--- config.mk ---
export PLATFORM = sky130hd
export DESIGN_NAME = usb_setup_request_responder
export DESIGN_NICKNAME = d
export VERILOG_FILES = /design/src/hw/rtl/usr_pkg.sv /design/src/hw/rtl/usr_decode.sv /design/src/hw/rtl/usr_desc_rom.sv /design/src/hw/rtl/usb_setup_request_responder.sv
export SDC_FILE = /design/constraint.sdc
export NUM_CORES = 1
export LEC_CHECK = 0
export BUFFER_PORTS_ARGS = -buffer_cell sky130_fd_sc_hd__clkbuf_2
export CAP_MARGIN = 10
export CELL_PAD_IN_SITES_DETAIL_PLACEMENT = 0
export CELL_PAD_IN_SITES_GLOBAL_PLACEMENT = 1
export CORE_MARGIN = 2
export CORE_UTILIZATION = 46
export CTS_CLUSTER_DIAMETER = 100
export DETAILED_ROUTE_END_ITERATION = 7
export PLACE_DENSITY = 0.78
export SLEW_MARGIN = 40
export SYNTH_ARGS = -nofsm -noshare
export SYNTH_HDL_FRONTEND = slang
export SYNTH_SLANG_ARGS = --single-unit
--- constraint.sdc ---
create_clock -name clk -period 9.9 [get_ports clk]
set_input_delay 1.98 -clock clk [delete_from_list [all_inputs] [get_ports clk]]
set_output_delay 1.98 -clock clk [all_outputs]
set_load 0.02 [all_outputs]
--- src/hw/rtl/usr_pkg.sv ---
package usr_pkg;

    typedef enum logic [1:0] {
        ACT_DATA     = 2'd0,
        ACT_SET_ADDR = 2'd1,
        ACT_CONFIG   = 2'd2,
        ACT_ACK      = 2'd3
    } action_t;

    typedef enum logic [1:0] {
        PLAN_NONE,
        PLAN_SINGLE,
        PLAN_STREAM
    } plan_kind_t;

    typedef enum logic {
        ST_IDLE,
        ST_STREAM
    } seq_state_t;

    localparam logic [2:0] STS_OK            = 3'd0;
    localparam logic [2:0] STS_BAD_DESC      = 3'd1;
    localparam logic [2:0] STS_NO_STATUS     = 3'd2;
    localparam logic [2:0] STS_BAD_REQUEST   = 3'd3;
    localparam logic [2:0] STS_VENDOR        = 3'd4;
    localparam logic [2:0] STS_BAD_TYPE      = 3'd5;

    localparam logic [7:0] RT_STD_OUT        = 8'h00;
    localparam logic [7:0] RT_STD_IN         = 8'h80;
    localparam logic [7:0] RT_TYPE_MASK      = 8'h60;
    localparam logic [7:0] RT_TYPE_VENDOR    = 8'h40;

    localparam logic [7:0] REQ_GET_STATUS    = 8'd0;
    localparam logic [7:0] REQ_SET_ADDRESS   = 8'd5;
    localparam logic [7:0] REQ_GET_DESC      = 8'd6;
    localparam logic [7:0] REQ_SET_CONFIG    = 8'd9;

    localparam logic [7:0] DT_DEVICE         = 8'd1;
    localparam logic [7:0] DT_CONFIG         = 8'd2;
    localparam logic [7:0] DT_STRING         = 8'd3;
    localparam logic [7:0] DT_QUALIFIER      = 8'd6;

    localparam logic [7:0] STR_LANG          = 8'd0;
    localparam logic [7:0] STR_MAKER         = 8'd7;
    localparam logic [7:0] STR_PRODUCT       = 8'd8;
    localparam logic [7:0] CFG_SHORT_LEN     = 8'd9;

    localparam logic [7:0] DEV_BASE          = 8'd0;
    localparam logic [7:0] CFG_BASE          = 8'd18;
    localparam logic [7:0] LANG_BASE         = 8'd50;
    localparam logic [7:0] MAKER_BASE        = 8'd54;
    localparam logic [7:0] PROD_BASE         = 8'd98;
    localparam logic [7:0] QUAL_BASE         = 8'd128;
    localparam logic [7:0] ROM_END           = 8'd138;

    localparam logic [5:0] DEV_LEN_M1        = 6'd17;
    localparam logic [5:0] CFG_SHORT_M1      = 6'd8;
    localparam logic [5:0] CFG_FULL_M1       = 6'd31;
    localparam logic [5:0] LANG_LEN_M1       = 6'd3;
    localparam logic [5:0] MAKER_LEN_M1      = 6'd43;
    localparam logic [5:0] PROD_LEN_M1       = 6'd29;
    localparam logic [5:0] QUAL_LEN_M1       = 6'd9;

    typedef struct packed {
        plan_kind_t  kind;
        action_t     action;
        logic [2:0]  status;
        logic        set_addr;
        logic [7:0]  base;
        logic [5:0]  cnt_m1;
    } plan_t;

endpackage

--- src/hw/rtl/usr_decode.sv ---
module usr_decode (
    input  logic [7:0]     request_type,
    input  logic [7:0]     request_code,
    input  logic [7:0]     value_low,
    input  logic [7:0]     value_high,
    input  logic [7:0]     length_low,
    output usr_pkg::plan_t plan
);
    import usr_pkg::*;

    always_comb
    begin
        plan          = '0;
        plan.kind     = PLAN_SINGLE;
        plan.action   = ACT_ACK;
        plan.status   = STS_OK;
        plan.set_addr = 1'b0;
        plan.base     = DEV_BASE;
        plan.cnt_m1   = '0;
        if (request_type == RT_STD_OUT)
        begin
            if (request_code == REQ_SET_ADDRESS)
            begin
                plan.action   = ACT_SET_ADDR;
                plan.set_addr = 1'b1;
            end
            else if (request_code == REQ_SET_CONFIG)
            begin
                plan.action = ACT_CONFIG;
            end
            else
            begin
                plan.kind = PLAN_NONE;
            end
        end
        else if (request_type != RT_STD_IN)
        begin
            if ((request_type & RT_TYPE_MASK) == RT_TYPE_VENDOR)
                plan.status = STS_VENDOR;
            else
                plan.status = STS_BAD_TYPE;
        end
        else if (request_code == REQ_GET_STATUS)
        begin
            plan.status = STS_NO_STATUS;
        end
        else if (request_code != REQ_GET_DESC)
        begin
            plan.status = STS_BAD_REQUEST;
        end
        else
        begin
            plan.kind   = PLAN_STREAM;
            plan.action = ACT_DATA;
            case (value_high)
                DT_DEVICE:
                begin
                    plan.base   = DEV_BASE;
                    plan.cnt_m1 = DEV_LEN_M1;
                end
                DT_CONFIG:
                begin
                    plan.base   = CFG_BASE;
                    plan.cnt_m1 = (length_low == CFG_SHORT_LEN) ? CFG_SHORT_M1 : CFG_FULL_M1;
                end
                DT_STRING:
                begin
                    case (value_low)
                        STR_LANG:
                        begin
                            plan.base   = LANG_BASE;
                            plan.cnt_m1 = LANG_LEN_M1;
                        end
                        STR_MAKER:
                        begin
                            plan.base   = MAKER_BASE;
                            plan.cnt_m1 = MAKER_LEN_M1;
                        end
                        STR_PRODUCT:
                        begin
                            plan.base   = PROD_BASE;
                            plan.cnt_m1 = PROD_LEN_M1;
                        end
                        default:
                        begin
                            plan.kind   = PLAN_SINGLE;
                            plan.action = ACT_ACK;
                        end
                    endcase
                end
                DT_QUALIFIER:
                begin
                    plan.base   = QUAL_BASE;
                    plan.cnt_m1 = QUAL_LEN_M1;
                end
                default:
                begin
                    plan.kind   = PLAN_SINGLE;
                    plan.action = ACT_ACK;
                    plan.status = STS_BAD_DESC;
                end
            endcase
        end
    end

endmodule

--- src/hw/rtl/usr_desc_rom.sv ---
module usr_desc_rom (
    input  logic       clk,
    input  logic       en,
    input  logic [7:0] addr,
    output logic [7:0] q
);
    import usr_pkg::*;

    localparam logic [7:0] DEV_TAB [18] = '{
        8'h12, 8'h01, 8'h00, 8'h02, 8'h00, 8'h00, 8'h00, 8'h40, 8'h00,
        8'h00, 8'h00, 8'h00, 8'h00, 8'h00, 8'h00, 8'h00, 8'h00, 8'h01
    };
    localparam logic [7:0] CFG_TAB [32] = '{
        8'h09, 8'h02, 8'h20, 8'h00, 8'h01, 8'h00, 8'h00, 8'h80, 8'h00,
        8'h09, 8'h04, 8'h00, 8'h00, 8'h02, 8'hff, 8'hff, 8'hff, 8'h00,
        8'h07, 8'h05, 8'h83, 8'h02, 8'h40, 8'h00, 8'h00,
        8'h07, 8'h05, 8'h04, 8'h02, 8'h40, 8'h00, 8'h00
    };
    localparam logic [7:0] LANG_TAB [4] = '{8'h04, 8'h03, 8'h09, 8'h04};
    localparam logic [7:0] MAKER_TAB [21] = '{
        8'h47, 8'h61, 8'h72, 8'h67, 8'h6f, 8'h79, 8'h6c, 8'h65, 8'h20, 8'h45, 8'h78,
        8'h74, 8'h65, 8'h6e, 8'h73, 8'h69, 8'h6f, 8'h6e, 8'h20, 8'h53, 8'h41
    };
    localparam logic [7:0] PROD_TAB [14] = '{
        8'h55, 8'h43, 8'h33, 8'h42, 8'h20, 8'h42, 8'h55, 8'h4c, 8'h4b, 8'h20,
        8'h54, 8'h45, 8'h53, 8'h54
    };
    localparam logic [7:0] QUAL_TAB [10] = '{
        8'h0A, 8'h06, 8'h00, 8'h02, 8'h00, 8'h00, 8'h00, 8'h40, 8'h01, 8'h00
    };
    localparam logic [7:0] MAKER_HDR = 8'h2C;
    localparam logic [7:0] PROD_HDR  = 8'h1E;
    localparam logic [7:0] STR_DTYPE = 8'h03;

    logic [7:0] off;
    logic [7:0] chr;
    logic [7:0] rom_byte;
    logic [7:0] q_reg;

    always_comb
    begin
        off      = 8'd0;
        chr      = 8'd0;
        rom_byte = 8'd0;
        if (addr < CFG_BASE)
        begin
            off      = addr - DEV_BASE;
            rom_byte = DEV_TAB[off[4:0]];
        end
        else if (addr < LANG_BASE)
        begin
            off      = addr - CFG_BASE;
            rom_byte = CFG_TAB[off[4:0]];
        end
        else if (addr < MAKER_BASE)
        begin
            off      = addr - LANG_BASE;
            rom_byte = LANG_TAB[off[1:0]];
        end
        else if (addr < PROD_BASE)
        begin
            off = addr - MAKER_BASE;
            chr = off - 8'd2;
            if (off == 8'd0)
                rom_byte = MAKER_HDR;
            else if (off == 8'd1)
                rom_byte = STR_DTYPE;
            else if (!off[0])
                rom_byte = MAKER_TAB[chr[5:1]];
        end
        else if (addr < QUAL_BASE)
        begin
            off = addr - PROD_BASE;
            chr = off - 8'd2;
            if (off == 8'd0)
                rom_byte = PROD_HDR;
            else if (off == 8'd1)
                rom_byte = STR_DTYPE;
            else if (!off[0])
                rom_byte = PROD_TAB[chr[4:1]];
        end
        else if (addr < ROM_END)
        begin
            off      = addr - QUAL_BASE;
            rom_byte = QUAL_TAB[off[3:0]];
        end
    end

    always_ff @(posedge clk)
    begin
        if (en)
            q_reg <= rom_byte;
    end

    assign q = q_reg;

endmodule

--- src/hw/rtl/usb_setup_request_responder.sv ---
// USB standard setup request responder.
// Input channel: one setup request per beat (request_type, request_code,
// value_low, value_high, length_low), taken when in_valid is high and
// in_stall is low. Output channel: reply beats (action, data_byte, last,
// new_address, status) offered on out_valid and held while out_stall is high.
// Each request gives no beat (unsupported standard OUT request), one beat
// (set address, set configuration, acknowledge with a status code) or a
// descriptor stream of 4 to 44 bytes, the final beat flagged by last.
// Single-beat replies pass through the stage-1 and output registers; a
// descriptor stream is first read through the address register and the
// synchronous descriptor ROM read port, then runs at one byte per cycle
// while the receiver does not stall. No new request is taken until the
// final stream byte has been read from the ROM.
// Configuration writes (cfg_we, cfg_index, cfg_data) load vendor id,
// product id, release number and max power, patched into the descriptors.
// Reset clears the device address and restores default identifiers.
// When the receiver stalls, the output beat holds, one more beat waits in the
// ROM stage, and the sequencer and input side stall behind them.
module usb_setup_request_responder (
    input  logic        clk,
    input  logic        rst_n,
    input  logic        cfg_we,
    input  logic [1:0]  cfg_index,
    input  logic [15:0] cfg_data,
    input  logic        in_valid,
    output logic        in_stall,
    input  logic [7:0]  request_type,
    input  logic [7:0]  request_code,
    input  logic [7:0]  value_low,
    input  logic [7:0]  value_high,
    input  logic [7:0]  length_low,
    output logic        out_valid,
    input  logic        out_stall,
    output logic [1:0]  action,
    output logic [7:0]  data_byte,
    output logic        last,
    output logic [6:0]  new_address,
    output logic [2:0]  status
);
    import usr_pkg::*;

    localparam logic [1:0] CFG_VENDOR  = 2'd0;
    localparam logic [1:0] CFG_PRODUCT = 2'd1;
    localparam logic [1:0] CFG_RELEASE = 2'd2;
    localparam logic [1:0] CFG_POWER   = 2'd3;

    plan_t      plan;
    seq_state_t state_reg, state_next;
    logic [7:0] addr_reg, addr_next;
    logic [5:0] cnt_reg, cnt_next;

    logic [15:0] vid_reg, pid_reg, rel_reg;
    logic [7:0]  maxp_reg;
    logic [6:0]  dev_addr_reg;

    logic        s1_valid_reg;
    logic        s1_is_data_reg, s1_is_data_next;
    logic        s1_last_reg, s1_last_next;
    action_t     s1_action_reg, s1_action_next;
    logic [2:0]  s1_status_reg, s1_status_next;
    logic [7:0]  s1_addr_reg;
    logic [6:0]  s1_naddr_reg, s1_naddr_next;

    logic        out_valid_reg;
    action_t     out_action_reg;
    logic [7:0]  out_data_reg;
    logic        out_last_reg;
    logic [6:0]  out_naddr_reg;
    logic [2:0]  out_status_reg;

    logic        out_ready, s1_free, accept, s1_load, rom_en;
    logic [7:0]  rom_q, patched;

    usr_decode u_decode (
        .request_type (request_type),
        .request_code (request_code),
        .value_low    (value_low),
        .value_high   (value_high),
        .length_low   (length_low),
        .plan         (plan)
    );

    usr_desc_rom u_rom (
        .clk  (clk),
        .en   (rom_en),
        .addr (addr_reg),
        .q    (rom_q)
    );

    assign out_ready = !out_valid_reg || !out_stall;
    assign s1_free   = !s1_valid_reg || out_ready;
    assign in_stall  = !((state_reg == ST_IDLE) && s1_free);
    assign accept    = in_valid && !in_stall;
    assign rom_en    = (state_reg == ST_STREAM) && s1_free;

    always_comb
    begin
        state_next      = state_reg;
        addr_next       = addr_reg;
        cnt_next        = cnt_reg;
        s1_load         = 1'b0;
        s1_is_data_next = 1'b0;
        s1_last_next    = 1'b1;
        s1_action_next  = plan.action;
        s1_status_next  = plan.status;
        s1_naddr_next   = dev_addr_reg;
        case (state_reg)
            ST_IDLE:
            begin
                if (accept)
                begin
                    case (plan.kind)
                        PLAN_SINGLE:
                        begin
                            s1_load = 1'b1;
                            if (plan.set_addr)
                                s1_naddr_next = value_low[6:0];
                        end
                        PLAN_STREAM:
                        begin
                            addr_next  = plan.base;
                            cnt_next   = plan.cnt_m1;
                            state_next = ST_STREAM;
                        end
                        default:
                        begin
                            s1_load = 1'b0;
                        end
                    endcase
                end
            end
            ST_STREAM:
            begin
                s1_action_next = ACT_DATA;
                s1_status_next = STS_OK;
                if (s1_free)
                begin
                    s1_load         = 1'b1;
                    s1_is_data_next = 1'b1;
                    s1_last_next    = (cnt_reg == 6'd0);
                    addr_next       = addr_reg + 8'd1;
                    cnt_next        = cnt_reg - 6'd1;
                    if (cnt_reg == 6'd0)
                        state_next = ST_IDLE;
                end
            end
            default:
            begin
                state_next = ST_IDLE;
            end
        endcase
    end

    always_ff @(posedge clk or negedge rst_n)
    begin
        if (!rst_n)
        begin
            state_reg     <= ST_IDLE;
            addr_reg      <= '0;
            cnt_reg       <= '0;
            s1_valid_reg  <= 1'b0;
            out_valid_reg <= 1'b0;
            dev_addr_reg  <= '0;
            vid_reg       <= 16'h6666;
            pid_reg       <= 16'h89AB;
            rel_reg       <= 16'h0807;
            maxp_reg      <= 8'd50;
        end
        else
        begin
            state_reg <= state_next;
            addr_reg  <= addr_next;
            cnt_reg   <= cnt_next;
            if (s1_load)
                s1_valid_reg <= 1'b1;
            else if (out_ready)
                s1_valid_reg <= 1'b0;
            if (out_ready)
                out_valid_reg <= s1_valid_reg;
            if (accept && plan.kind == PLAN_SINGLE && plan.set_addr)
                dev_addr_reg <= value_low[6:0];
            if (cfg_we)
            begin
                case (cfg_index)
                    CFG_VENDOR:  vid_reg  <= cfg_data;
                    CFG_PRODUCT: pid_reg  <= cfg_data;
                    CFG_RELEASE: rel_reg  <= cfg_data;
                    CFG_POWER:   maxp_reg <= cfg_data[7:0];
                    default:     maxp_reg <= maxp_reg;
                endcase
            end
        end
    end

    always_ff @(posedge clk)
    begin
        if (s1_load)
        begin
            s1_is_data_reg <= s1_is_data_next;
            s1_last_reg    <= s1_last_next;
            s1_action_reg  <= s1_action_next;
            s1_status_reg  <= s1_status_next;
            s1_addr_reg    <= addr_reg;
            s1_naddr_reg   <= s1_naddr_next;
        end
    end

    // patch configured fields into the fixed descriptor bytes
    always_comb
    begin
        case (s1_addr_reg)
            DEV_BASE + 8'd8:  patched = vid_reg[7:0];
            DEV_BASE + 8'd9:  patched = vid_reg[15:8];
            DEV_BASE + 8'd10: patched = pid_reg[7:0];
            DEV_BASE + 8'd11: patched = pid_reg[15:8];
            DEV_BASE + 8'd14: patched = rel_reg[7:0];
            DEV_BASE + 8'd15: patched = rel_reg[15:8];
            CFG_BASE + 8'd8:  patched = maxp_reg;
            default:          patched = rom_q;
        endcase
    end

    always_ff @(posedge clk)
    begin
        if (out_ready && s1_valid_reg)
        begin
            out_action_reg <= s1_action_reg;
            out_data_reg   <= s1_is_data_reg ? patched : 8'd0;
            out_last_reg   <= s1_last_reg;
            out_naddr_reg  <= s1_naddr_reg;
            out_status_reg <= s1_status_reg;
        end
    end

    assign out_valid   = out_valid_reg;
    assign action      = out_action_reg;
    assign data_byte   = out_data_reg;
    assign last        = out_last_reg;
    assign new_address = out_naddr_reg;
    assign status      = out_status_reg;

    a_rom_range: assert property (@(posedge clk) disable iff (!rst_n)
        (state_reg == ST_STREAM) |-> (addr_reg < ROM_END))
        else $error("descriptor read past end of ROM");

    a_stream_last: assert property (@(posedge clk) disable iff (!rst_n)
        (state_reg == ST_STREAM && s1_load && cnt_reg == 6'd0) |=>
        (s1_valid_reg && s1_last_reg && state_reg == ST_IDLE))
        else $error("final stream beat not flagged last");

    a_ctrl_beat: assert property (@(posedge clk) disable iff (!rst_n)
        (out_valid_reg && out_action_reg != ACT_DATA) |->
        (out_last_reg && out_data_reg == 8'd0))
        else $error("control beat carries data or lacks last");

    a_no_accept_busy: assert property (@(posedge clk) disable iff (!rst_n)
        (state_reg == ST_STREAM) |-> !accept)
        else $error("request taken during descriptor stream");

endmodule
# Word-level counts from Yosys, hierarchy flattened
# Memory sizes are Yosys's and may differ from the RTL's.
# Cells that the tools add are included.
# totals
romBits	1024
ff_bits	131
elab_cells	187
output_inout_bits	23
n_memories	5
# mem_list
memory	depth	word_bits	rd	rd_clocked_by_memory_dff	write_ports	line_no	text
(name not given)	32	8	1	0	0	usr_desc_rom.sv:48	rom_byte = DEV_TAB[off[4:0]];
(name not given)	32	8	1	0	0	usr_desc_rom.sv:53	rom_byte = CFG_TAB[off[4:0]];
(name not given)	32	8	1	0	0	usr_desc_rom.sv:69	rom_byte = MAKER_TAB[chr[5:1]];
(name not given)	16	8	1	0	0	usr_desc_rom.sv:80	rom_byte = PROD_TAB[chr[4:1]];
(name not given)	16	8	1	0	0	usr_desc_rom.sv:85	rom_byte = QUAL_TAB[off[3:0]];
# classes
n_lt_le_gt_ge	12
addsub	9
bitwise_logic	7
n_eq_ne	29
mux	73
reduce_logical	30
# ops
op	n
$mux W8	27
$eq A8 B4 Y1 const B	9
$mux W14	4
$pmux W14 S4	1
$pmux W8 S7	1
$logic_not A8 Y1	5
$pmux W13 S3	1
$mux W7	4
$eq A8 B1 Y1 const B	3
$eq A8 B3 Y1 const B	3
$mux W4	5
$ge A6 B6 Y1 const B	3
$mux W6	3
$not A5 Y6	3
$bmux W8 S2	1
$eq A8 B2 Y1 const B	2
$lt A8 B6 Y1 const B	2
$lt A8 B8 Y1 const B	2
$pmux W8 S2	1
$mux W1	15
$pmux W6 S2	1
$ge A5 B5 Y1 const B	2
$not A4 Y5	2
$reduce_and A2 Y1	5
other kinds (36)	55

# Depth between registers and ports, before layout
# Gate-level depths: netlist of run 1.
# depth
ltp_word	14
ltp_mapped	13
depth_no_buf	12

# Hierarchy
# A second synthesis of run 1 with hierarchy kept.
# hier_totals
cells_unflattened	786
hier_area_um2	8296.7
# modules_own_cells
mod	area_each_um2	seq_area_each_um2	cells_per_inst	instances
usb_setup_request_responder	5556.6	3321.9	399	1
usr_desc_rom	2178.3	240.2	305	1
usr_decode	561.8	0.0	82	1

# Worst setup path before layout of run 1
# Ideal clock, no wire load.
# synth_path
path_kind	input -> output
startpoint	input out_stall
endpoint	output in_stall
t_arrival_ps	2324
stages	2
path_buffers	0
slack_ps	5596
cell_sequence	a31oi_1 -> inv_1
# synth_between
elab_chain_len	5
# synth_rtl
item	line_no	text
start: declaration	usb_setup_request_responder.sv:33	input logic out_stall,
$logic_not A1 Y1	usb_setup_request_responder.sv:90	assign out_ready = !out_valid_reg || !out_stall;
$logic_or A1 B1 Y1	usb_setup_request_responder.sv:90	
$logic_or A1 B1 Y1	usb_setup_request_responder.sv:91	assign s1_free = !s1_valid_reg || out_ready;
$logic_and A1 B1 Y1	usb_setup_request_responder.sv:92	assign in_stall = !((state_reg == ST_IDLE) && s1_free);
$logic_not A1 Y1	usb_setup_request_responder.sv:92	
end: declaration	usb_setup_request_responder.sv:26	output logic in_stall,
# Every way passes these cells.

# Final worst setup path of run 1
# Same ends and word-level chain as after synthesis.

==> flow_summary.toml, run 1 <==
[synthesis]
synthTopCellsByCount = "mux2_2 (70), dfrtp_1 (57), edfxtp_1 (51), nand2_1 (51), nor2_1 (49)"
ys_top_cells_by_area = "edfxtp_1 (19%), dfrtp_1 (18%), mux2_2 (10%)"
yosysMostFrequentCell = "mux2_2"
synth-edff-count = 51
syn_area_per_cell_um2 = 10.3
syn-cell-area_um2 = 7890
yosys.area.top_type = "edfxtp_1"
synthDominantCellAreaShare_pct = 19.4
synth-seq-cells = 131
synth_cell_types = 80
yosys_warnings = 0
synth_fa_ha_area_share_pct = 3.59
synth.area.mux_share_pct = 12.9
synth-main-ff-cell = "dfrtp_1"
synthXorXnorAreaFrac_pct = 1.55
synth_compound_area_share_pct = 18.4
synth_top_family_by_area = "compound AO/OA/AOI/OAI gates"
netlist_instances = 767
synth-seq-area-share_pct = 45.2
yosys.area_share.simple_pct = 15.2
syn_nets = 851
synthArstFlopShare_pct = 61.1

[floorplanning]
rows = 47
die_h_um = 135
die-area_um2 = 18200
pin_count = 86
start_util_pct = 47.2
core_um2 = 16700
die_x_um = 135

[setup_path]
endpoint = "in_stall"
worstRegToRegCells = 10
cp.required_ns = 7.92
crit_path_max_fanout = 4
r2r_slack_ns = 5.76
r2r_start = "addr_reg[1]$_DFFE_PN0P_"
cp_data_arrival_time_ns = 2.57
worstSetupStartpointType = "primary input"
reg2reg_to = "u_rom.q[1]$_DFFE_PP_"
crit_path_end_kind = "output port"
crit_start = "out_stall"
crit_type = "primary input to output port"

[route]
avgRoutedWirePerCell_um = 19.6
viasPerCell = 6.03
dr_total_vias = 6462
wl_mm = 21.0
ant_nets = 0
dr.first_iter.drc_count = 465
drt_pass1_iterations = 5
drcViolationCount = 0

[final_layout]
antenna_cells = 0
nFillCells = 1512
area_delta_synth_final_pct = 16.1
drive_above_1_share_pct = 29.1
finalInstanceArea_um2 = 9150
layout.nets = 923

[clock_tree]
post_cts_buffers = 0
clock_latency_ns = 0.42
clkSinkCount = 131
cts_made_buffers = 17
clockBufferDepth = 2
cts_hold_buf = 0
path_clk_slew_ns = 0.06
clock-root-buffer = "clkbuf_16"
post_cts_resized = 0
cts_tree = "yes"
cts_max_level = 4

[global_routing]
grt_max_degree = 81
grt_overflow = 0
grt_pass1_wl_mm = 33.9
track_usage_pct = 23.8
grt_pass1_vias = 6493
antenna_found_initial = 0

[flow_run]
maxCapViolations = 0

[sta]
setup_slack_ns = 5.35
slew_headroom_pct = 47.6
rsz0062_at_grt = "false"
hold_violations = 0
fin_worst_skew_ns = 0.0100
tightest_slew_ns = 0.780
setup_tns_ns = 0
max_freq_mhz = 220
slew_viol_final = 0
setup_viol = 0
fin_crit_sh_pct = 45.9
min_period_ns = 4.55

[pwr]
max-vdd-ir-drop_mv = 0.126
p_total_mw = 1.40
p_per_area_nw_per_um2 = 153
leakagePower_nw = 3.69

[worst_hold_path]
hp-class = "flip-flop to flip-flop"

[placed_design]
placed_cell_area_um2 = 8540
place_hpwl_mm = 14.9
pre_cts_slack_ns = 5.35
place_congestion = 0.947
port_buffers = 85

[run_status]
outcome = "completed"
==> worst min path at each step <==
stage | startpoint | to | slack (ns) | depth (start not counted)
2_1_floorplan | s1_action_reg[0]$_SDFFCE_PP0P_ | action[0]$_DFFE_PP_ | 0.40 | 0
3_3_place_gp | s1_status_reg[1]$_SDFFCE_PP0P_ | status[1]$_DFFE_PP_ | 0.41 | 0
3_5_place_dp | s1_last_reg$_SDFFCE_PN1P_ | last$_DFFE_PP_ | 0.40 | 0
4_1_cts | s1_last_reg$_SDFFCE_PN1P_ | last$_DFFE_PP_ | 0.42 | 0
5_1_grt | s1_naddr_reg[2]$_DFFE_PP_ | new_address[2]$_DFFE_PP_ | 0.43 | 0
6_report | s1_last_reg$_SDFFCE_PN1P_ | last$_DFFE_PP_ | 0.42 | 0
==> routing by layer <==
layer	track usage [%]	part of all wire, %
met1	31.4	44
met2	40.2	50
met3	4.47	4.3
met4	6.48	1.2
met5	0	0
==> per-stage QoR <==
| step | utilization (%) | instances | hold WS (ns) |
|---|---|---|---|
| after floorplan | - | 767 | 0.400 |
| after global placement | 50.8 | 1035 | 0.406 |
| after detailed placement | 51.2 | 1039 | 0.405 |
| after CTS | 54.7 | 1071 | 0.419 |
| after global routing | 54.8 | 1072 | 0.429 |
| final | 54.8 | 1072 | 0.418 |
==> cell type report <==
type	instances	area [µm²]	share of cell area [%]
Clock buffer	17	425	4.65
Clock inverter	15	166	1.82
Inverter	17	63.8	0.697
Multi-Input combinational cell	573	4110	44.9
Sequential cell	131	3560	38.9
Tap cell	220	275	3.01
Timing Repair Buffer	99	548	5.99
==> layout by cell type, fill, tap and decap left out, types with 7 or more instances in the layout <==
cell type	n
a21o_1	7
a21oi_1	45
a22oi_1	17
a31oi_1	14
a32oi_1	7
and2_1	11
buf_4	11
clkbuf_16	17
clkbuf_2	84
dfrtp_1	57
dfstp_2	23
edfxtp_1	51
ha_1	20
inv_1	16
mux2_2	70
mux2i_1	15
nand2_1	51
nand2b_1	13
nand3_1	22
nor2_1	48
nor2b_1	14
nor3_1	19
o211ai_1	8
o21ai_0	48
o21ai_1	9
xnor2_1	13
==> worst max-delay path: stages <==
cell and delay (ns):
clkbuf_2 0.11, a31oi_1 0.25, inv_1 0.06, clkbuf_2 0.15
==> cell families (layout without fill, tap and decap cells) <==
logic type                 Yosys count  after routing
and+or+nand+nor                    228            228
DFF                                131            131
xor gates and xnor gates            14             14
buffers and inverters               63            148
adders and majority gates           23             23
AOI/OAI and AO/OA                  217            217
muxes                               91             91
==> report_power, final <==
part | leakage (nW) | internal (mW) | switching [mW]
clock network | 0.288 | 0.357 | 0.260
registers | 1.40 | 0.632 | 0.0277
logic | 2.00 | 0.0595 | 0.0601
(Power assumes the default switching activity.)
==> run 2: changes to the inputs <==
Clock period 9.9 ns to 4.45 ns, I/O delays scaled along.
==> flow_summary.toml, run 2 (synthesis gave the netlist of run 1 again) <==
[run_status]
outcome = "completed"

[placed_design]
dp_cells = 1042
port_buffers = 85
place_hpwl_mm = 15.0
place_congestion = 0.999

[route]
ant_nets = 0
wl_mm = 21.1
met2_wirelength_mm = 10.6
top_layer = "met4"
drcViolationCount = 0
dr_total_vias = 6494
drt_pass1_iterations = 5
viasPerCell = 6.04
dr.first_iter.drc_count = 476
avgRoutedWirePerCell_um = 19.6
dr_wl_met3_mm = 1.08
wl_met1_mm = 9.18

[pwr]
clockPowerShare_pct = 47.2
p_per_area_nw_per_um2 = 355
combPwrFrac_pct = 8.1
max-vdd-ir-drop_mv = 0.295
p_sw_share_pct = 23.4
seq_power_share_pct = 44.7
leakagePower_nw = 3.74
switching_power_mw = 0.766
p_int_mw = 2.51

[worst_hold_path]
hp-class = "flip-flop to flip-flop"

[setup_path]
crit_path_end_kind = "flip-flop"
cp_data_arrival_time_ns = 3.74
worstSetupStartpointType = "flip-flop"
crit_path_max_fanout = 36
r2r_slack_ns = 0.92
crit_type = "flip-flop to flip-flop"
cp.required_ns = 4.67

[global_routing]
track_usage_pct = 24.0
grt_pass1_wl_mm = 34.0
antenna_found_initial = 0
grt_pass1_vias = 6545
grt_max_degree = 81
grt_overflow = 0

[floorplanning]
start_util_pct = 47.2
core_um2 = 16700
die-area_um2 = 18200
die_x_um = 135
pin_count = 86
rows = 47
die_h_um = 135

[sta]
fin_worst_skew_ns = 0.0108
rsz0062_at_grt = "false"
slew_headroom_pct = 46.2
tightest_slew_ns = 0.807
min_period_ns = 3.53
fin_crit_sh_pct = 79.2
slew_viol_final = 0
max_freq_mhz = 284
setup_viol = 0
hold_violations = 0
setup_tns_ns = 0

[clock_tree]
clock-root-buffer = "clkbuf_16"
post_cts_buffers = 0
cts_tree = "yes"
clockBufferDepth = 2
cts_hold_buf = 0
path_clk_slew_ns = 0.06
cts_made_buffers = 17
cts_max_level = 4
clock_latency_ns = 0.42
post_cts_resized = 0
clkSinkCount = 131

[final_layout]
fin_util_pct = 55.3
layout.nets = 927
layout_common_cells = "clkbuf_2 (84), mux2_2 (70), dfrtp_1 (56)"
fin_cells = 1076
final_common_cell = "clkbuf_2"
antenna_cells = 0
drive_above_1_share_pct = 29.1
area_delta_synth_final_pct = 17.1

[flow_run]
maxCapViolations = 0
run 2: changes by cell type in the layout (fill, tap and decap cells not counted), sizes merged:
| cell | delta |
|---|---|
| bufinv | +3 |
| inv | +1 |
| buf | +4 |
| clkinvlp | -1 |
| clkbuf | +1 |
| clkinv | -4 |
run 2: through the flow:
step / hold slack, ns / power, mW / worst slack [ns] / instance area (µm²)
floorplan: 0.400 / 1.63 / 0.922 / 7890
global placement: 0.407 / 1.73 / 0.964 / 8520
detailed placement: 0.405 / 1.75 / 1.02 / 8560
CTS: 0.420 / 3.31 / 0.999 / 9210
global route: 0.427 / 3.40 / 0.645 / 9240
finish: 0.418 / 3.28 / 0.924 / 9240
run 2: cell type report:
type / count / area, µm²
fill: 1499 / 7460
multi-input combinational: 573 / 4100
sequential: 131 / 3560
timing repair buffer: 103 / 586
clock buffer: 18 / 439
tap: 220 / 275
clock inverter: 14 / 215
inverter: 17 / 63.8
run 2: path summary, 6_finish.rpt:
| kind | depth (start not counted) | end | start |
|---|---|---|---|
| min in group asynchronous | 1 | dev_addr_reg[6]$_DFFE_PN0P_ | rst_n |
| hold / removal | 0 | status[0]$_DFFE_PP_ | s1_status_reg[0]$_SDFFCE_PP0P_ |
| hold reg to reg | 0 | status[0]$_DFFE_PP_ | s1_status_reg[0]$_SDFFCE_PP0P_ |
| setup / recovery | 11 | u_rom.q[5]$_SDFFCE_PP0P_ | addr_reg[1]$_DFFE_PN0P_ |
| max in group asynchronous | 1 | addr_reg[4]$_DFFE_PN0P_ | rst_n |
| setup reg to reg | 11 | u_rom.q[5]$_SDFFCE_PP0P_ | addr_reg[1]$_DFFE_PN0P_ |
run 2: layer usage:
| layer | vias up | GRT usage (%) |
|---|---|---|
| li1 | 3050 | - |
| met2 | 197 | 40.6 |
| met3 | 26 | 5.22 |
| met4 | 0 | 6.94 |
| met1 | 3221 | 31.1 |
| met5 | - | 0 |
run 2: critical path, cell delays in order, from the launching register on:
cell,delay [ns]
dfrtp_1,0.35
buf_4,0.38
ha_1,0.41
inv_1,0.14
ha_1,0.34
nor2b_1,0.19
nor3_1,0.34
o21ai_0,0.21
nand2_1,0.18
mux2i_1,0.28
o221ai_1,0.20
a32oi_1,0.29
run 2: power by group through the flow:
stage               Combinational [mW]  Clock, mW  Sequential [mW]
finish                           0.265       1.55             1.46
detailed placement               0.265          0             1.49
global route                     0.292       1.63             1.48
CTS                              0.267       1.58             1.47
floorplan                        0.149          0             1.48
global placement                 0.252          0             1.48
==> run 3: changes to the inputs <==
Settings changed: ABC_AREA set to 1, CORE_UTILIZATION 46 to 44, PLACE_DENSITY 0.78 to 0.8.
Clock period 4.45 ns to 3.65 ns, I/O delays scaled along.
==> flow_summary.toml, run 3 <==
[floorplanning]
die-area_um2 = 18700
core_um2 = 17200
rows = 48
start_util_pct = 44.9
die_h_um = 137
die_x_um = 137
pin_count = 86

[sta]
max_freq_mhz = 327
hold_violations = 0
slew_viol_final = 0
fin_crit_sh_pct = 83.7
tightest_slew_ns = 0.658
fin_worst_skew_ns = 0.0105
setup_tns_ns = 0
rsz0062_at_grt = "false"
min_period_ns = 3.06
slew_headroom_pct = 56.1
setup_viol = 0

[synthesis]
synthDominantCellAreaShare_pct = 19.8
ys_top_cells_by_area = "edfxtp_1 (20%), dfrtp_1 (18%), nand2_1 (14%)"
syn-cell-area_um2 = 7730
synthArstFlopShare_pct = 61.1
syn_area_per_cell_um2 = 7.83
synthTopCellsByCount = "nand2_1 (285), o21ai_0 (105), inv_1 (97), nand3_1 (85), nor2_1 (59)"
yosys_warnings = 0
synth-seq-area-share_pct = 46.1
netlist_instances = 988
synth-seq-cells = 131
yosysMostFrequentCell = "nand2_1"
synth-main-ff-cell = "dfrtp_1"
yosys.area.top_type = "edfxtp_1"
synth-edff-count = 51
synth_cell_types = 47
syn_nets = 1072

[clock_tree]
post_cts_resized = 0
cts_hold_buf = 0
post_cts_buffers = 0
cts_tree = "yes"
cts_made_buffers = 17
clock_latency_ns = 0.42
clockBufferDepth = 2
clkSinkCount = 131
cts_max_level = 4
path_clk_slew_ns = 0.06
clock-root-buffer = "clkbuf_16"

[flow_run]
maxCapViolations = 0

[run_status]
outcome = "completed"

[pwr]
max-vdd-ir-drop_mv = 0.389
combPwrFrac_pct = 7.5
seq_power_share_pct = 47.4
switching_power_mw = 0.929
leakagePower_nw = 4.28
p_per_area_nw_per_um2 = 412
p_sw_share_pct = 25.0
clockPowerShare_pct = 45.1
p_int_mw = 2.78

[final_layout]
layout_common_cells = "nand2_1 (283), o21ai_0 (105), inv_1 (97)"
drive_above_1_share_pct = 19.2
final_common_cell = "nand2_1"
antenna_cells = 0
layout.nets = 1162
area_delta_synth_final_pct = 16.4
finalInstanceArea_um2 = 9000

[global_routing]
grt_pass1_wl_mm = 34.3
grt_pass1_vias = 6576
grt_overflow = 0
antenna_found_initial = 0
grt_max_degree = 68
track_usage_pct = 23.9

[placed_design]
placed_cell_area_um2 = 8430
place_hpwl_mm = 15.4
port_buffers = 85
place_congestion = 0.918

[setup_path]
cp.required_ns = 3.81
cp_data_arrival_time_ns = 3.22
crit_path_max_fanout = 13
worstSetupStartpointType = "flip-flop"
crit_type = "flip-flop to flip-flop"
crit_path_end_kind = "flip-flop"

[route]
viasPerCell = 5.30
wl_mm = 21.3
drcViolationCount = 0
avgRoutedWirePerCell_um = 16.2
ant_nets = 0
dr_total_vias = 6977
dr.first_iter.drc_count = 597
drt_pass1_iterations = 6

[worst_hold_path]
hp-class = "primary input to asynchronous set/reset pin"
[run 3: changes by cell type after synthesis, sizes merged, moves of 11 or more]
cell,before,now
mux2i,15,0
inv,16,108
nor2,50,63
mux2,75,1
o21ai,57,118
nand2,51,304
a22oi,17,0
xnor2,13,0
nand3,22,94
clkbuf,39,14
nand2b,13,0
nor2b,14,0
and2,11,0
[run 3: per-layer routing]
layer / track usage, % / part of all wire (%)
met3: 3.59 / 5.7
met1: 32.3 / 46
met5: 0 / 0
met2: 39.4 / 46
met4: 7.81 / 1.8
[run 3: cell families (layout without fill, tap and decap cells)]
| logic type | Yosys count | in the layout | synth area share (%) |
|---|---|---|---|
| flip-flops | 131 | 131 | 46.1 |
| multiplexers | 1 | 1 | 0.146 |
| AO/OA/AOI/OAI | 194 | 194 | 14.0 |
| buffers and inverters | 140 | 243 | 7.20 |
| adder cells (fa/ha/maj) | 21 | 21 | 3.40 |
| AND/OR/NAND/NOR | 501 | 501 | 29.2 |
[run 3: worst max-delay path, cell delays in order (launching register included)]
cell,delay [ns]
dfrtp_1,0.39
buf_4,0.22
ha_1,0.32
inv_1,0.15
ha_1,0.36
inv_1,0.06
ha_1,0.46
inv_1,0.15
nor2_1,0.14
a21oi_1,0.05
nand2_1,0.07
nand3_1,0.07
nand4_1,0.07
nand2_1,0.05
nand2_1,0.07
nand2_1,0.05
nand2_1,0.06
a21oi_2,0.05
[run 3: path summary, 6_finish.rpt]
path	startpoint	to	slack [ns]	cells past startpoint
setup / recovery	addr_reg[1]$_DFFE_PN0P_	u_rom.q[3]$_SDFFCE_PP0P_	0.59	17
hold / removal	rst_n	dev_addr_reg[5]$_DFFE_PN0P_	0.30	1
setup reg to reg	addr_reg[1]$_DFFE_PN0P_	u_rom.q[3]$_SDFFCE_PP0P_	0.59	17
hold reg to reg	s1_status_reg[0]$_SDFFCE_PP0P_	status[0]$_DFFE_PP_	0.42	0
max in group asynchronous	rst_n	pid_reg[3]$_DFFE_PN1P_	2.65	2
min in group clk	s1_status_reg[0]$_SDFFCE_PP0P_	status[0]$_DFFE_PP_	0.42	0
[run 3: per-stage QoR]
step | instances | power [mW] | hold WS (ns) | setup slack, ns | util [%]
2_1_floorplan | 988 | 1.93 | 0.400 | 0.789 | -
3_3_place_gp | 1284 | 2.06 | 0.401 | 0.736 | 48.8
3_5_place_dp | 1284 | 2.07 | 0.405 | 0.627 | 48.9
4_1_cts | 1316 | 3.74 | 0.333 | 0.619 | 52.2
5_1_grt | 1316 | 3.85 | 0.356 | 0.273 | 52.2
6_report | 1316 | 3.71 | 0.303 | 0.593 | 52.2
[run 3: cell type report]
| class | instances | area, µm² |
|---|---|---|
| clock buffer | 19 | 454 |
| multi-input combinational | 717 | 3620 |
| sequential | 131 | 3560 |
| timing repair buffer | 99 | 537 |
| clock inverter | 13 | 120 |
| tap | 225 | 282 |
| fill | 1706 | 8230 |
| inverter | 112 | 423 |
[run 3: power by group through the flow]
stage | Combinational, mW | Sequential, mW | Clock [mW]
2_1_floorplan | 0.131 | 1.80 | 0
3_3_place_gp | 0.275 | 1.78 | 0
3_5_place_dp | 0.284 | 1.79 | 0
4_1_cts | 0.284 | 1.76 | 1.70
5_1_grt | 0.322 | 1.78 | 1.75
6_report | 0.279 | 1.76 | 1.67
